--- config.mk ---
export PLATFORM = sky130hd
export DESIGN_NAME = wcc_reduce
export DESIGN_NICKNAME = d
export VERILOG_FILES = /design/src/rtl/core/wcc_pkg.sv /design/src/rtl/core/wcc_reduce.sv
export SDC_FILE = /design/constraint.sdc
export NUM_CORES = 1
export LEC_CHECK = 0
export BUFFER_PORTS_ARGS = -buffer_cell sky130_fd_sc_hd__buf_2
export CORE_UTILIZATION = 49
export CTS_BUF_LIST = sky130_fd_sc_hd__clkbuf_8
export CTS_CLUSTER_SIZE = 12
export DETAILED_ROUTE_END_ITERATION = 8
export GPL_TIMING_DRIVEN = 0
export MAX_ROUTING_LAYER = met4
export PLACE_DENSITY_LB_ADDON = 0.12
export SYNTH_ARGS = -nofsm -noshare
export SYNTH_HDL_FRONTEND = slang
export SYNTH_SLANG_ARGS = --single-unit
--- constraint.sdc ---
create_clock -name clk -period 4.3 [get_ports clk]
set_input_delay 0 -clock clk [delete_from_list [all_inputs] [get_ports clk]]
set_output_delay 0 -clock clk [all_outputs]
set_load 0.05 [all_outputs]
--- src/rtl/core/wcc_pkg.sv ---
// Package for the word checksum block: shared constants, item type,
// CRC-32 column table and the CRC fold helper.
// No dependencies.
package wcc_pkg;

  // Default prime for the modular sum
  localparam int unsigned SUM_MODULUS_DEFAULT = 1000000007;

  // Mode register codes
  localparam logic MODE_CRC = 1'b0;
  localparam logic MODE_SUM = 1'b1;

  // Reflected CRC-32
  localparam logic [31:0] CRC_POLY  = 32'hEDB8_8320;
  localparam logic [31:0] CRC_ONES  = 32'hFFFF_FFFF;
  localparam logic [31:0] CRC_FOLD  = 32'h7FFF_FFFF;

  // One message word in flight
  typedef struct packed {
    logic signed [31:0] word;
    logic               last;
  } wcc_item_t;

  typedef logic [31:0] crc_cols_t [32];

  // Column i is the register after 32 shift steps starting from bit i alone.
  // Evaluated at elaboration only.
  function automatic crc_cols_t crc_cols_init();
    crc_cols_t   cols;
    logic [31:0] x;
    for (int i = 0; i < 32; i++) begin
      x = 32'h1 << i;
      for (int k = 0; k < 32; k++) begin
        x = x[0] ? ((x >> 1) ^ CRC_POLY) : (x >> 1);
      end
      cols[i] = x;
    end
    return cols;
  endfunction

  localparam crc_cols_t CRC_COLS = crc_cols_init();

  // Four bytes through the CRC: since the word is as wide as the register,
  // the update is a fixed linear map of (crc ^ word). XOR of selected columns.
  function automatic logic [31:0] crc_word_apply(input logic [31:0] x);
    logic [31:0] r;
    r = '0;
    for (int i = 0; i < 32; i++) begin
      if (x[i]) begin
        r = r ^ CRC_COLS[i];
      end
    end
    return r;
  endfunction

  // Reduce a 32-bit value modulo 2^31-1: add the top bit back, one subtract.
  function automatic logic [30:0] crc_fold(input logic [31:0] c);
    logic [31:0] s;
    s = {1'b0, c[30:0]} + {31'b0, c[31]};
    if (s >= CRC_FOLD) begin
      s = s - CRC_FOLD;
    end
    return s[30:0];
  endfunction

endpackage

--- src/rtl/core/wcc_reduce.sv ---
// Three-stage pipeline that reduces each signed word modulo SUM_MODULUS.
// Depends on wcc_pkg.
module wcc_reduce import wcc_pkg::*; #(
  parameter int unsigned SUM_MODULUS = SUM_MODULUS_DEFAULT,
  localparam int         SUM_W       = $clog2(SUM_MODULUS)
) (
  input  logic             clk,
  input  logic             rst,
  input  logic             in_valid,
  output logic             in_ready,
  input  wcc_item_t        in_item,
  output logic             out_valid,
  input  logic             out_ready,
  output wcc_item_t        out_item,
  output logic [SUM_W-1:0] out_wmod
);

  // floor(2^32 / M) as reciprocal; offset is 2^31 mod M
  localparam logic [63:0]    RECIP64 = 64'h1_0000_0000 / 64'(SUM_MODULUS);
  localparam logic [31:0]    RECIP   = RECIP64[31:0];
  localparam logic [SUM_W:0] MOD_X   = (SUM_W+1)'(SUM_MODULUS);
  localparam logic [SUM_W:0] OFFSET  = (SUM_W+1)'(64'h8000_0000 % 64'(SUM_MODULUS));

  logic             v1, v2, v3;
  wcc_item_t        item1, item2, item3;
  logic [31:0]      quot1;
  logic [SUM_W:0]   rem2;
  logic [SUM_W-1:0] wmod3;

  logic take1, take2, take3;

  logic [31:0]    u0, u1;
  logic [63:0]    prod0;
  logic [63:0]    qm1;
  logic [63:0]    diff1;
  logic [SUM_W:0] r2;
  logic [SUM_W:0] wm2;

  // stage ready chain: a stage loads when empty or when it moves on
  assign take3    = !v3 || out_ready;
  assign take2    = !v2 || take3;
  assign take1    = !v1 || take2;
  assign in_ready = take1;

  // offset the signed word to unsigned: u = w + 2^31
  assign u0    = {~in_item.word[31], in_item.word[30:0]};
  assign prod0 = 64'(u0) * 64'(RECIP);

  // remainder estimate, below 2M
  assign u1    = {~item1.word[31], item1.word[30:0]};
  assign qm1   = 64'(quot1) * 64'(SUM_MODULUS);
  assign diff1 = 64'(u1) - qm1;

  // one correction, then remove the offset modulo M
  always_comb begin
    r2 = (rem2 >= MOD_X) ? (rem2 - MOD_X) : rem2;
    if (r2 >= OFFSET) begin
      wm2 = r2 - OFFSET;
    end else begin
      wm2 = r2 + MOD_X - OFFSET;
    end
  end

  // valid bits
  always_ff @(posedge clk) begin
    if (rst) begin
      v1 <= 1'b0;
      v2 <= 1'b0;
      v3 <= 1'b0;
    end else begin
      if (take1) v1 <= in_valid;
      if (take2) v2 <= v1;
      if (take3) v3 <= v2;
    end
  end

  // payload stages
  always_ff @(posedge clk) begin
    if (take1) begin
      item1 <= in_item;
      quot1 <= prod0[63:32];
    end
    if (take2) begin
      item2 <= item1;
      rem2  <= diff1[SUM_W:0];
    end
    if (take3) begin
      item3 <= item2;
      wmod3 <= wm2[SUM_W-1:0];
    end
  end

  assign out_valid = v3;
  assign out_item  = item3;
  assign out_wmod  = wmod3;

endmodule

# Word level (Yosys, flattened, before mapping)

Index checks and enable logic that the tools add are counted.
Widths: inputs -> output; s select.

Register bits after elaboration: 165
Bits in latches: 0
RAM bits: 0
Bits in read-only memories: 0
Output and inout bits: 65
Logic and storage cells: 29
Memories: 0

Add/subtract/negate cells: 5
Multiply operators: 1
Divide/modulo/power cells: 0
Order comparisons: 2
Equal/unequal tests: 0
Shift operators: 0
Muxes and demuxes: 2
Bitwise operators: 1
Reductions and logical operators: 6

Operators by type and width:

| operator               | count |
|---|---|
| $sub 30x28->30 const B | 2 |
| $ge 31x28->1 const B   | 1 |
| $ge 31x30->1 const B   | 1 |
| $mul 2x30->31 const B  | 1 |
| $mux 31                | 1 |
| $sub 31x30->31 const B | 1 |
| $sub 31x31->31         | 1 |
| $add 30x30->30 const B | 1 |
| $mux 30                | 1 |
| $logic_not 1->1        | 3 |
| $logic_or 1x1->1       | 3 |
| $not 1->1              | 1 |

# Depth between registers and ports, before layout

Gate-level depths: netlist of run 1.

Word-level depth: 5
Depth in mapped cells: 20
Mapped depth without buffers: 16

# Worst setup path after synthesis of run 1

OpenSTA, ideal clock, no wires.

Kind: flip-flop to flip-flop
From: register item1[31] (netlist name)
To: register rem2[30], data pin
Setup time: 0.258 ns
Arrival: 4.212 ns
Data required time: 4.042 ns
Path slack: -0.169 ns
Cell stages (with the launch flop): 16
Buffers on the path: 0
Path through: edfxtp_1 > inv_1 > fa_1 > ha_1 > nor2b_1 > o21ai_0 > a21boi_0 > o21bai_1 > a21boi_1 > o21a_1 > o41ai_1 > o21ai_1 > o41ai_1 > o2111ai_1 > a21oi_1 > xnor2_1

Longest elaborated chain between the ends: 1

RTL lines:

| element                | RTL line         | text |
|---|---|---|
| start, declared        | wcc_reduce.sv:25 | `wcc_item_t item1, item2, item3;` |
| start signal, assigned | wcc_reduce.sv:80 | `item1 <= in_item;` |
| $sub 31x31->31         | wcc_reduce.sv:52 | `assign diff1 = 64'(u1) - qm1;` |
| named net diff1[30]    | wcc_reduce.sv:35 | `logic [63:0] diff1;` |
| end signal, assigned   | wcc_reduce.sv:85 | `rem2 <= diff1[SUM_W:0];` |
| end, declared          | wcc_reduce.sv:27 | `logic [SUM_W:0] rem2;` |

The timed path passes the listed nets, and every way through them passes these cells.
A chain may end at the register's enable or synchronous reset.

# Final worst setup path of run 1

From: register rem2[4]
To: register wmod3[15], in the netlist out_wmod[15], data pin

Longest elaborated chain between the ends: 5
Elaborated cells on any way between the ends: 8

RTL lines:

| element                                               | RTL line         | text |
|---|---|---|
| $sub 31x30->31 / $ge 31x30->1 (equally long branches) | wcc_reduce.sv:56 | `r2 = (rem2 >= MOD_X) ? (rem2 - MOD_X) : rem2;` |
| $mux 31 *                                             | wcc_reduce.sv:56 |  |
| $add 30x30->30                                        | wcc_reduce.sv:60 | `wm2 = r2 + MOD_X - OFFSET;` |
| $sub 30x28->30                                        | wcc_reduce.sv:60 |  |
| $mux 30 *                                             | wcc_reduce.sv:57 | `if (r2 >= OFFSET) begin` |
| named net wm2[15]                                     | wcc_reduce.sv:37 | `logic [SUM_W:0] wm2;` |
| end signal, assigned                                  | wcc_reduce.sv:89 | `wmod3 <= wm2[SUM_W-1:0];` |
| end, declared                                         | wcc_reduce.sv:28 | `logic [SUM_W-1:0] wmod3;` |

Mark *: on every way through the listed nets, which the timed path passes. The rest lies on a longest branch.

==> summary.txt, run 1 <==
Placed design
  – Placed insts: 1218
  – HPWL after detailed placement: 14.8 mm
  – PortBufs: 101
  – Routability cong.: 0.889
  – Pre-CTS WS: -1.16 ns

STA
  – Setup WS post-layout: -0.145 ns
  – RSZ-0062 raised after global routing: true
  – FMAX: 225 MHz
  – Actual slew at the worst max-slew pin: 0.870 ns
  – Fin. max-slew vios: 0
  – Final Hold Fails: 0
  – Fin crit share: 1.03
  – Setup violations, final: 20
  – Crit path time final: 4.44 ns
  – Max transition margin: 0.415
  – Final hold slack: 0.229 ns
  – Clk_skew: 0.0210 ns

Finish
  – Multi-input logic area: 4790 um2
  – Antenna Cells: 0
  – Register area: 4890 um2
  – Nets@finish: 1172
  – Share of layout cells above drive strength 1: 0.309
  – Post-Layout Cell Count: 1358
  – Utilization after layout: 0.666
  – Layout filler cell count: 1472
  – Syn-to-layout area delta: 31.8%

Critical path
  – Reg2reg path depth: 16
  – Max FO, Critical Path: 5
  – Flop-to-flop setup slack: -0.14 ns
  – Setup CP Type: reg -> reg
  – Critical Path AT: 4.65 ns
  – Setup crit start kind: flip-flop
  – WP data required: 4.51 ns
  – Crit path capture type: flip-flop
  – Worst r2r src: rem2[4]$_DFFE_PP_
  – Reg-to-Reg End: out_wmod[15]$_DFFE_PP_

CTS
  – Clk buf depth: 2
  – Clock Latency Late Sink: 0.47 ns
  – H-Tree Depth: 4
  – Clock Tree Root: clkbuf_8
  – CTS tree: built
  – Worst-path clk slew: 0.10 ns
  – CTS Buf Count: 17
  – Sink Count: 164

Route
  – DRC violations left: 0
  – Met3 WL: 867 um
  – Final wirelength: 22.5 mm
  – Post-route ant nets: 0
  – M1 WL: 9.88 mm
  – WL per Instance: 16.5 um
  – Number of vias per cell: 5.35
  – Vias: 7265
  – TritonRoute pass-1 iters: 5
  – First DRT Iteration DRCs: 501
  – Routed wl met2: 10.9 mm
  – Max layer used: met4

Floorplan
  – Die span in x: 142 um
  – Die area: 20000 um2
  – Initial Utilization: 0.505
  – Ports: 102
  – Core Region: 18900 um2
  – Cell Rows: 50
  – Die Ht: 142 um

Power and ir drop
  – Pwr dens: 704 nW/um2
  – P_leak: 5.08 nW
  – Peak supply drop: 0.296 mV

Synth
  – Syn_area_per_cell: 11.2 um2
  – Cells after Synth: 854
  – Register area share after synthesis: 0.513
  – EDFF count, synth: 161
  – Synth Net Count: 941
  – Synth Warn #: 0
  – Ys flop type: edfxtp_1
  – Number of unique standard cell types used by synthesis: 90
  – Synth async-reset ratio: 0
  – Netlist Area Pre-Place: 9540 um2
  – Seq cells post-synth: 164

Hold path
  – Worst hold stages: 2
  – Hold Crit Class: in -> reg
  – Hold Startpoint: in_item[23]
  – Hold EP: item1[23]$_DFFE_PP_

GRT
  – Initial antenna violation count: 0
  – Vias in the first global route: 6843
  – First-pass GRT wire length: 34.7 mm
  – Congestion Overflow GR: 0
  – Largest net degree at the start of global routing: 40
  – GR Util All Layers: 0.234

Status
  – Failing checks: setup timing
  – Outcome: complete, but fails checks

Run
  – Max-cap check violation count: 0
worst max-delay path by stage:
stage | start | slack [ns] | cells past startpoint | to
2_1_floorplan | item1[31]$_DFFE_PP_ | 0.07 | 15 | rem2[30]$_DFFE_PP_
3_3_place_gp | rem2[1]$_DFFE_PP_ | -1.23 | 19 | out_wmod[27]$_DFFE_PP_
3_5_place_dp | rem2[1]$_DFFE_PP_ | -1.16 | 19 | out_wmod[27]$_DFFE_PP_
4_1_cts | rem2[12]$_DFFE_PP_ | -0.17 | 15 | out_wmod[6]$_DFFE_PP_
5_1_grt | rem2[4]$_DFFE_PP_ | -0.25 | 17 | out_wmod[15]$_DFFE_PP_
6_report | rem2[4]$_DFFE_PP_ | -0.14 | 16 | out_wmod[15]$_DFFE_PP_
kinds of logic after synthesis:
kind of cell    share of synthesized area
buf+inv                            0.0502
xor+xnor                           0.0806
fa+ha+maj                          0.0726
mux                                0.0182
flops                               0.513
simple gates                        0.135
compound gates                      0.130
cells in the mapped netlist, types with 8 or more instances:
cell type,number,area (um2)
a21oi_1,49,245
a31oi_1,12,75.1
and3_1,8,50.1
buf_2,9,45.0
clkbuf_1,13,48.8
edfxtp_1,161,4830
fa_1,9,180
ha_1,41,513
inv_1,68,255
mux2i_1,14,140
nand2_1,57,214
nand3_1,21,105
nand4_1,8,50.1
nor2_1,66,248
nor2b_1,9,56.3
nor3_1,23,115
o21ai_0,34,170
xnor2_1,61,534
xor2_1,25,219
per-layer routing:
layer,vias to the layer above,global-route usage
met5,-,-
met2,229,0.374
met1,3402,0.289
met3,54,0.0331
met4,0,0.124
li1,3580,-
layout make-up:
| type | instances | share of cell area |
|---|---|---|
| inverter | 68 | 0.0209 |
| buffer | 30 | 0.0264 |
| tap | 260 | 0.0259 |
| multi-input combinational | 588 | 0.381 |
| clock inverter | 14 | 0.0123 |
| sequential | 164 | 0.389 |
| timing repair buffer | 216 | 0.125 |
| clock buffer | 18 | 0.0197 |
stage by stage:
stage / power (mW) / instance area (um2) / TNS, ns
3_3_place_gp: 6.19 / 10400 / -31.92
4_1_cts: 8.08 / 11900 / -2.98
6_report: 8.86 / 12600 / -1.34
5_1_grt: 9.33 / 12600 / -4.14
3_5_place_dp: 6.20 / 10400 / -28.17
2_1_floorplan: 5.42 / 9560 / 0
cells in the final DEF (no fill, tap or decap), types with 6 or more instances in the layout:
cell / Yosys / layout
nand2_1: 57 / 50
nor4_1: 7 / 6
nor2_1: 66 / 61
fa_1: 9 / 9
buf_4: 6 / 64
a21oi_1: 49 / 46
nand4_1: 8 / 8
clkbuf_1: 13 / 7
dlygate4sd3_1: 0 / 36
clkbuf_8: 0 / 18
ha_1: 41 / 40
buf_6: 2 / 17
o21ai_0: 34 / 28
nor3_1: 23 / 19
buf_2: 9 / 103
and3_1: 8 / 7
inv_1: 68 / 64
a21o_1: 6 / 6
a31oi_1: 12 / 9
xnor2_1: 61 / 57
o21a_1: 7 / 7
nor2b_1: 9 / 9
xor2_1: 25 / 21
and2_1: 7 / 7
edfxtp_1: 161 / 161
nand3_1: 21 / 20
buf_12: 2 / 9
timing repair:
action | in CTS | in global routing
setup buffers | 51 | 23
cloned | 0 | 3
hold buffers | 36 | 0
setup endpoints to repair | 42 | 35
endpoints found under the hold margin | 37 | 0
gates resized for setup | 79 | 91
pin swaps | 30 | 42
worst max-delay path, stage by stage (launching register included):
cell and delay [ns]:
edfxtp_1 0.39, buf_6 0.14, or3_4 0.40, or4_4 0.55, a21oi_4 0.26, buf_6 0.14
o21a_4 0.15, or3_1 0.19, a31oi_2 0.16, or4b_4 0.61, a21boi_4 0.20, o31ai_4 0.10
a31oi_4 0.19, buf_6 0.18, clkbuf_16 0.18, mux2i_1 0.25, xnor2_1 0.09
flip-flops by register name (all words and copies together), names as in the netlist:
signal     count
item1         33
item2         33
out_item      33
rem2          31
out_wmod      30
out_valid      1
quot1          1
v1             1
v2             1
report_power, final:
group | internal, mW | switching [mW] | total (mW)
Combinational | 2.32 | 3.04 | 5.35
Sequential | 2.22 | 0.146 | 2.37
Clock | 0.454 | 0.679 | 1.13
Total | 5.00 | 3.86 | 8.86
(Power assumes the default switching activity.)
==> inputs of run 2 (changes only) <==
==> constraint.sdc (replaced) <==
create_clock -name clk -period 4.3 [get_ports clk]
set_input_delay 0.645 -clock clk [delete_from_list [all_inputs] [get_ports clk]]
set_output_delay 0.645 -clock clk [all_outputs]
set_load 0.05 [all_outputs]
==> summary.txt, run 2 (same netlist as run 1, synthesis figures left out) <==
Status
  – Outcome: complete, but fails checks
  – Failing checks: setup timing

GRT
  – Congestion Overflow GR: 0 (unchanged)
  – Largest net degree at the start of global routing: 40 (unchanged)
  – First-pass GRT wire length: 33.6 mm (-3.2%)
  – GR Util All Layers: 0.226 (-0.00747)
  – Initial antenna violation count: 0 (unchanged)
  – Vias in the first global route: 6561 (-4.1%)

CTS
  – CTS tree: built
  – Clock Tree Root: clkbuf_8
  – CTS Buf Count: 17 (unchanged)
  – H-Tree Depth: 4 (unchanged)
  – Worst-path clk slew: 0.10 ns (about the same)
  – Sink Count: 164 (unchanged)
  – Clk buf depth: 2 (unchanged)
  – Clock Latency Late Sink: 0.47 ns (about the same)

Floorplan
  – Ports: 102 (unchanged)
  – Cell Rows: 50 (unchanged)
  – Die area: 20000 um2 (unchanged)
  – Die span in x: 142 um (unchanged)
  – Core Region: 18900 um2 (unchanged)
  – Die Ht: 142 um (unchanged)
  – Initial Utilization: 0.505 (unchanged)

Finish
  – Post-Layout Cell Count: 1316 (-3.1%)
  – Commonest non-fill, non-tap cell in the layout: edfxtp_1
  – Share of layout cells above drive strength 1: 0.309 (about the same)
  – Most frequent cells in the layout: edfxtp_1 (161), buf_2 (104), inv_1 (64)
  – Syn-to-layout area delta: 27.1%
  – Nets@finish: 1130 (-3.6%)
  – Antenna Cells: 0 (unchanged)

STA
  – Actual slew at the worst max-slew pin: 0.814 ns (-0.0557 ns)
  – Clk_skew: 0.0169 ns (-0.00407 ns)
  – Total Neg Setup Slack: -2.42 ns (-1.09 ns)
  – Fin crit share: 1.05 (+0.0137)
  – FMAX: 222 MHz (-1.3%)
  – Setup WS post-layout: -0.203 ns (-0.0588 ns)
  – Fin. max-slew vios: 0 (unchanged)
  – Final hold slack: 0.344 ns (+0.115 ns)
  – RSZ-0062 raised after global routing: true
  – Setup violations, final: 23 (+15%)
  – Final Hold Fails: 0 (unchanged)
  – Crit path time final: 4.50 ns (+0.0588 ns)
  – Max transition margin: 0.455 (+0.0402)

Critical path
  – Crit path capture type: flip-flop
  – Critical Path AT: 4.72 ns (+0.07 ns)
  – Bufs and invs on worst path: 4 (unchanged)
  – Critical Path, Cell by Cell: or4_4, or4_4, a21oi_4, buf_6, o21a_4, buf_12, o2111ai_4, a22oi_2, or4b_4, a21boi_4, o31ai_4, a31oi_4, buf_6, clkbuf_16, mux2i_1, xnor2_1
  – Slowest CP cell: or4_4
  – Setup crit start kind: flip-flop
  – WP data required: 4.51 ns (about the same)
  – Setup CP Type: reg -> reg
  – CP max stage delay: 0.55 ns (-0.06 ns)
  – Max FO, Critical Path: 6 (+1)
  – CP top delay family: simple AND/OR/NAND/NOR gates

Power and ir drop
  – P_leak: 4.89 nW (-3.9%)
  – Pwr dens: 725 nW/um2 (+3.0%)
  – Peak supply drop: 0.288 mV (-2.7%)

Route
  – TritonRoute pass-1 iters: 5 (unchanged)
  – Number of vias per cell: 5.36 (+0.15%)
  – Final wirelength: 21.7 mm (-3.4%)
  – First DRT Iteration DRCs: 441 (-12%)
  – Vias: 7051 (-2.9%)
  – DRC violations left: 0 (unchanged)
  – WL per Instance: 16.5 um (-0.34%)
  – Post-route ant nets: 0 (unchanged)

Hold path
  – Hold Crit Class: in -> reg

Placed design
  – Routability cong.: 0.889 (unchanged)
  – PortBufs: 101 (unchanged)
  – Placed insts: 1218 (unchanged)
  – HPWL after detailed placement: 14.8 mm (unchanged)

Run
  – Max-cap check violation count: 0 (unchanged)
[run 2: cell types whose count changed in the layout (fill, tap and decap cells not counted), sizes merged]
cell	delta
dlygate4sd3	-36
buf	-8
clkbuf	+2
[run 2: final timing paths]
path	start	slack [ns]	end	cells after the start
max	rem2[12]$_DFFE_PP_	-0.20	out_wmod[15]$_DFFE_PP_	16
min	in_item[27]	0.34	item1[27]$_DFFE_PP_	1
max reg2reg	rem2[12]$_DFFE_PP_	-0.20	out_wmod[15]$_DFFE_PP_	16
min reg2reg	item2[20]$_DFFE_PP_	0.43	out_item[20]$_DFFE_PP_	0
[run 2: where the power goes]
part	switching, mW	internal, mW
combinational	3.03	2.27
sequential	0.144	2.22
clock	0.670	0.454
total	3.85	4.95
[run 2: worst register-to-register path, stage by stage (launching register included)]
cell and delay (ns):
edfxtp_1 0.42, or4_4 0.55, or4_4 0.55, a21oi_4 0.26, buf_6 0.14, o21a_4 0.15, buf_12 0.13, o2111ai_4 0.13
a22oi_2 0.19, or4b_4 0.52, a21boi_4 0.20, o31ai_4 0.09, a31oi_4 0.19, buf_6 0.18, clkbuf_16 0.18, mux2i_1 0.26
xnor2_1 0.09
[run 2: timing repair]
action                                  4_1_cts  5_1_grt
setup buffers                                51       17
hold buffers                                  0        0
endpoints found under the setup margin       42       35
pin swaps                                    30       35
gates resized for setup                      79       74
cloned                                        0        3
[run 2: per-stage QoR]
step | total power [mW] | setup WS (ns) | utilization | cell area (um2)
finish | 8.80 | -0.203 | 0.642 | 12100
global route | 9.28 | -0.315 | 0.642 | 12100
CTS | 8.05 | -0.165 | 0.613 | 11600
detailed placement | 6.20 | -1.16 | 0.553 | 10400
global placement | 6.19 | -1.23 | 0.550 | 10400
floorplan | 5.42 | 0.0714 | - | 9560
[run 2: routing by layer]
layer / GRT usage / part of all wire
met3: 0.0331 / 0.035
met4: 0.124 / 0.041
met5: - / 0
met2: 0.349 / 0.47
met1: 0.287 / 0.45
[run 2: cell type report]
| class | instances | area, um2 |
|---|---|---|
| sequential | 164 | 4890 |
| fill | 1535 | 6760 |
| inverter | 68 | 263 |
| clock inverter | 14 | 155 |
| tap | 260 | 325 |
| clock buffer | 18 | 248 |
| buffer | 30 | 320 |
| timing repair buffer | 174 | 1150 |
| multi-input combinational | 588 | 4780 |
==> inputs of run 3 (changes only) <==
--- a/config.mk
+++ b/config.mk
@@ -13,6 +13,8 @@
 export GPL_TIMING_DRIVEN = 0
 export MAX_ROUTING_LAYER = met4
 export PLACE_DENSITY_LB_ADDON = 0.12
+export RECOVER_POWER = 25
+export REMOVE_ABC_BUFFERS = 1
 export SYNTH_ARGS = -nofsm -noshare
 export SYNTH_HDL_FRONTEND = slang
 export SYNTH_SLANG_ARGS = --single-unit
==> summary.txt, run 3 (same netlist as run 1, synthesis figures left out) <==
STA
  – Fin crit share: 1.01 (-0.0410)
  – Setup WS post-layout: -0.0271 ns (+0.176 ns)
  – Fin. max-slew vios: 0 (unchanged)
  – Final Hold Fails: 0 (unchanged)
  – Total Neg Setup Slack: -0.0348 ns (+2.39 ns)
  – Crit path time final: 4.33 ns (-0.176 ns)
  – Setup violations, final: 2 (-91%)
  – Clk_skew: 0.0142 ns (-0.00272 ns)
  – FMAX: 231 MHz (+4.1%)
  – Final hold slack: 0.343 ns (-0.00122 ns)
  – Actual slew at the worst max-slew pin: 0.834 ns (+0.0192 ns)
  – Max transition margin: 0.442 (-0.0129)
  – RSZ-0062 raised after global routing: true

GRT
  – Vias in the first global route: 6413 (-2.3%)
  – Congestion Overflow GR: 0 (unchanged)
  – First-pass GRT wire length: 32.5 mm (-3.3%)
  – GR Util All Layers: 0.217 (-0.00924)
  – Largest net degree at the start of global routing: 47 (+18%)
  – Initial antenna violation count: 0 (unchanged)

CTS
  – CTS Buf Count: 17 (unchanged)
  – Clk buf depth: 2 (unchanged)
  – H-Tree Depth: 4 (unchanged)
  – CTS tree: built
  – Clock Latency Late Sink: 0.47 ns (about the same)
  – Worst-path clk slew: 0.10 ns (about the same)
  – Sink Count: 164 (unchanged)
  – Clock Tree Root: clkbuf_8
  – Cts hold-fix bufs: 0 (unchanged)

Critical path
  – Setup CP Type: reg -> reg
  – Critical Path, Cell by Cell: or4_4, or4_4, a21oi_4, o21ai_4, buf_8, a21o_1, a22oi_2, or4b_4, a21boi_4, o31ai_4, a31oi_4, buf_12, mux2_4, a221oi_2
  – Crit path capture type: flip-flop
  – WP data required: 4.60 ns (+0.09 ns)
  – Setup crit start kind: flip-flop
  – Slowest CP cell: or4_4
  – CP max stage delay: 0.57 ns (+0.02 ns)
  – Most Frequent Cell on Critical Path: or4_4
  – Critical Path AT: 4.62 ns (-0.10 ns)
  – Bufs and invs on worst path: 2 (-2)
  – Max FO, Critical Path: 8 (+2)
  – Flop-to-flop setup slack: -0.03 ns (+0.18 ns)
  – CP top delay family: simple AND/OR/NAND/NOR gates

Route
  – Post-route ant nets: 0 (unchanged)
  – First DRT Iteration DRCs: 498 (+13%)
  – Final wirelength: 20.8 mm (-4.3%)
  – Number of vias per cell: 5.45 (+1.6%)
  – DRC violations left: 0 (unchanged)
  – WL per Instance: 16.2 um (-1.9%)
  – TritonRoute pass-1 iters: 5 (unchanged)
  – Vias: 6993 (-0.82%)

Floorplan
  – Die Ht: 142 um (unchanged)
  – Die span in x: 142 um (unchanged)
  – Core Region: 18900 um2 (unchanged)
  – Die area: 20000 um2 (unchanged)
  – Cell Rows: 50 (unchanged)
  – Initial Utilization: 0.505 (unchanged)
  – Ports: 102 (unchanged)

Power and ir drop
  – Peak supply drop: 0.254 mV (-12%)
  – Pwr dens: 712 nW/um2 (-1.9%)
  – P_leak: 4.69 nW (-4.0%)

Finish
  – Layout filler cell count: 1567 (+2.1%)
  – Nets@finish: 1098 (-2.8%)
  – Syn-to-layout area delta: 23.5%
  – Post-Layout Cell Count: 1284 (-2.4%)
  – Multi-input logic area: 4740 um2 (-0.84%)
  – Most frequent cells in the layout: edfxtp_1 (161), buf_2 (100), inv_1 (64), nor2_1 (64), xnor2_1 (58)
  – Utilization after layout: 0.624 (-0.0181)
  – Share of layout cells above drive strength 1: 0.291 (-0.0177)
  – Antenna Cells: 0 (unchanged)
  – Register area: 4890 um2 (unchanged)
  – Commonest non-fill, non-tap cell in the layout: edfxtp_1

Hold path
  – Hold Crit Class: in -> reg

Status
  – Outcome: complete, but fails checks
  – Failing checks: setup timing

Placed design
  – Routability cong.: 0.855 (-3.8%)
  – HPWL after detailed placement: 13.5 mm (-8.8%)
  – Pre-CTS WS: -1.52 ns (-0.359 ns)
  – Placed insts: 1184 (-2.8%)
  – PortBufs: 101 (unchanged)

Run
  – Max-cap check violation count: 0 (unchanged)
## run 3: changes by cell type in the layout (fill, tap and decap cells not counted), sizes merged
cell    previous run  this run
buf              190       165
clkbuf            32        19
inv               74        73
bufbuf             0         1
o21a               8        12
a31oi             13        14
bufinv             0         2
clkinv             4         3
## run 3: final timing paths
| path | startpoint | end | cells past startpoint |
|---|---|---|---|
| max | rem2[12]$_DFFE_PP_ | out_wmod[6]$_DFFE_PP_ | 14 |
| min | in_item[29] | item1[29]$_DFFE_PP_ | 1 |
| max reg2reg | rem2[12]$_DFFE_PP_ | out_wmod[6]$_DFFE_PP_ | 14 |
| min reg2reg | item2[20]$_DFFE_PP_ | out_item[20]$_DFFE_PP_ | 0 |
## run 3: repair_timing
item | 4_1_cts | 5_1_grt
endpoints found under the setup margin | 42 | 31
cloned | 5 | 1
pin swaps | 10 | 21
gates resized for setup | 36 | 73
setup buffers | 39 | 23
## run 3: stage by stage
step | total power [mW] | cell area [um2]
6_report | 8.39 | 11800
4_1_cts | 7.81 | 11300
3_3_place_gp | 5.96 | 10200
5_1_grt | 8.84 | 11800
2_1_floorplan | 5.27 | 9320
3_5_place_dp | 6.01 | 10200
## run 3: power breakdown
| group | internal (mW) | switching, mW | leakage (nW) |
|---|---|---|---|
| Clock | 0.562 | 0.653 | 0.214 |
| Sequential | 2.23 | 0.155 | 1.72 |
| Combinational | 1.96 | 2.84 | 2.75 |
## run 3: routing by layer
| layer | part of all wire | track usage |
|---|---|---|
| met1 | 0.45 | 0.274 |
| met4 | 0.036 | 0.0985 |
| met3 | 0.042 | 0.0371 |
| met5 | 0 | - |
| met2 | 0.47 | 0.342 |
## run 3: layout make-up
type / count / area share
well taps: 260 / 0.0276
inverters: 68 / 0.0223
multi-input cells: 593 / 0.402
clock inverters: 14 / 0.0159
repair buffers: 167 / 0.0964
flip-flops and latches: 164 / 0.415
clock buffers: 18 / 0.0210
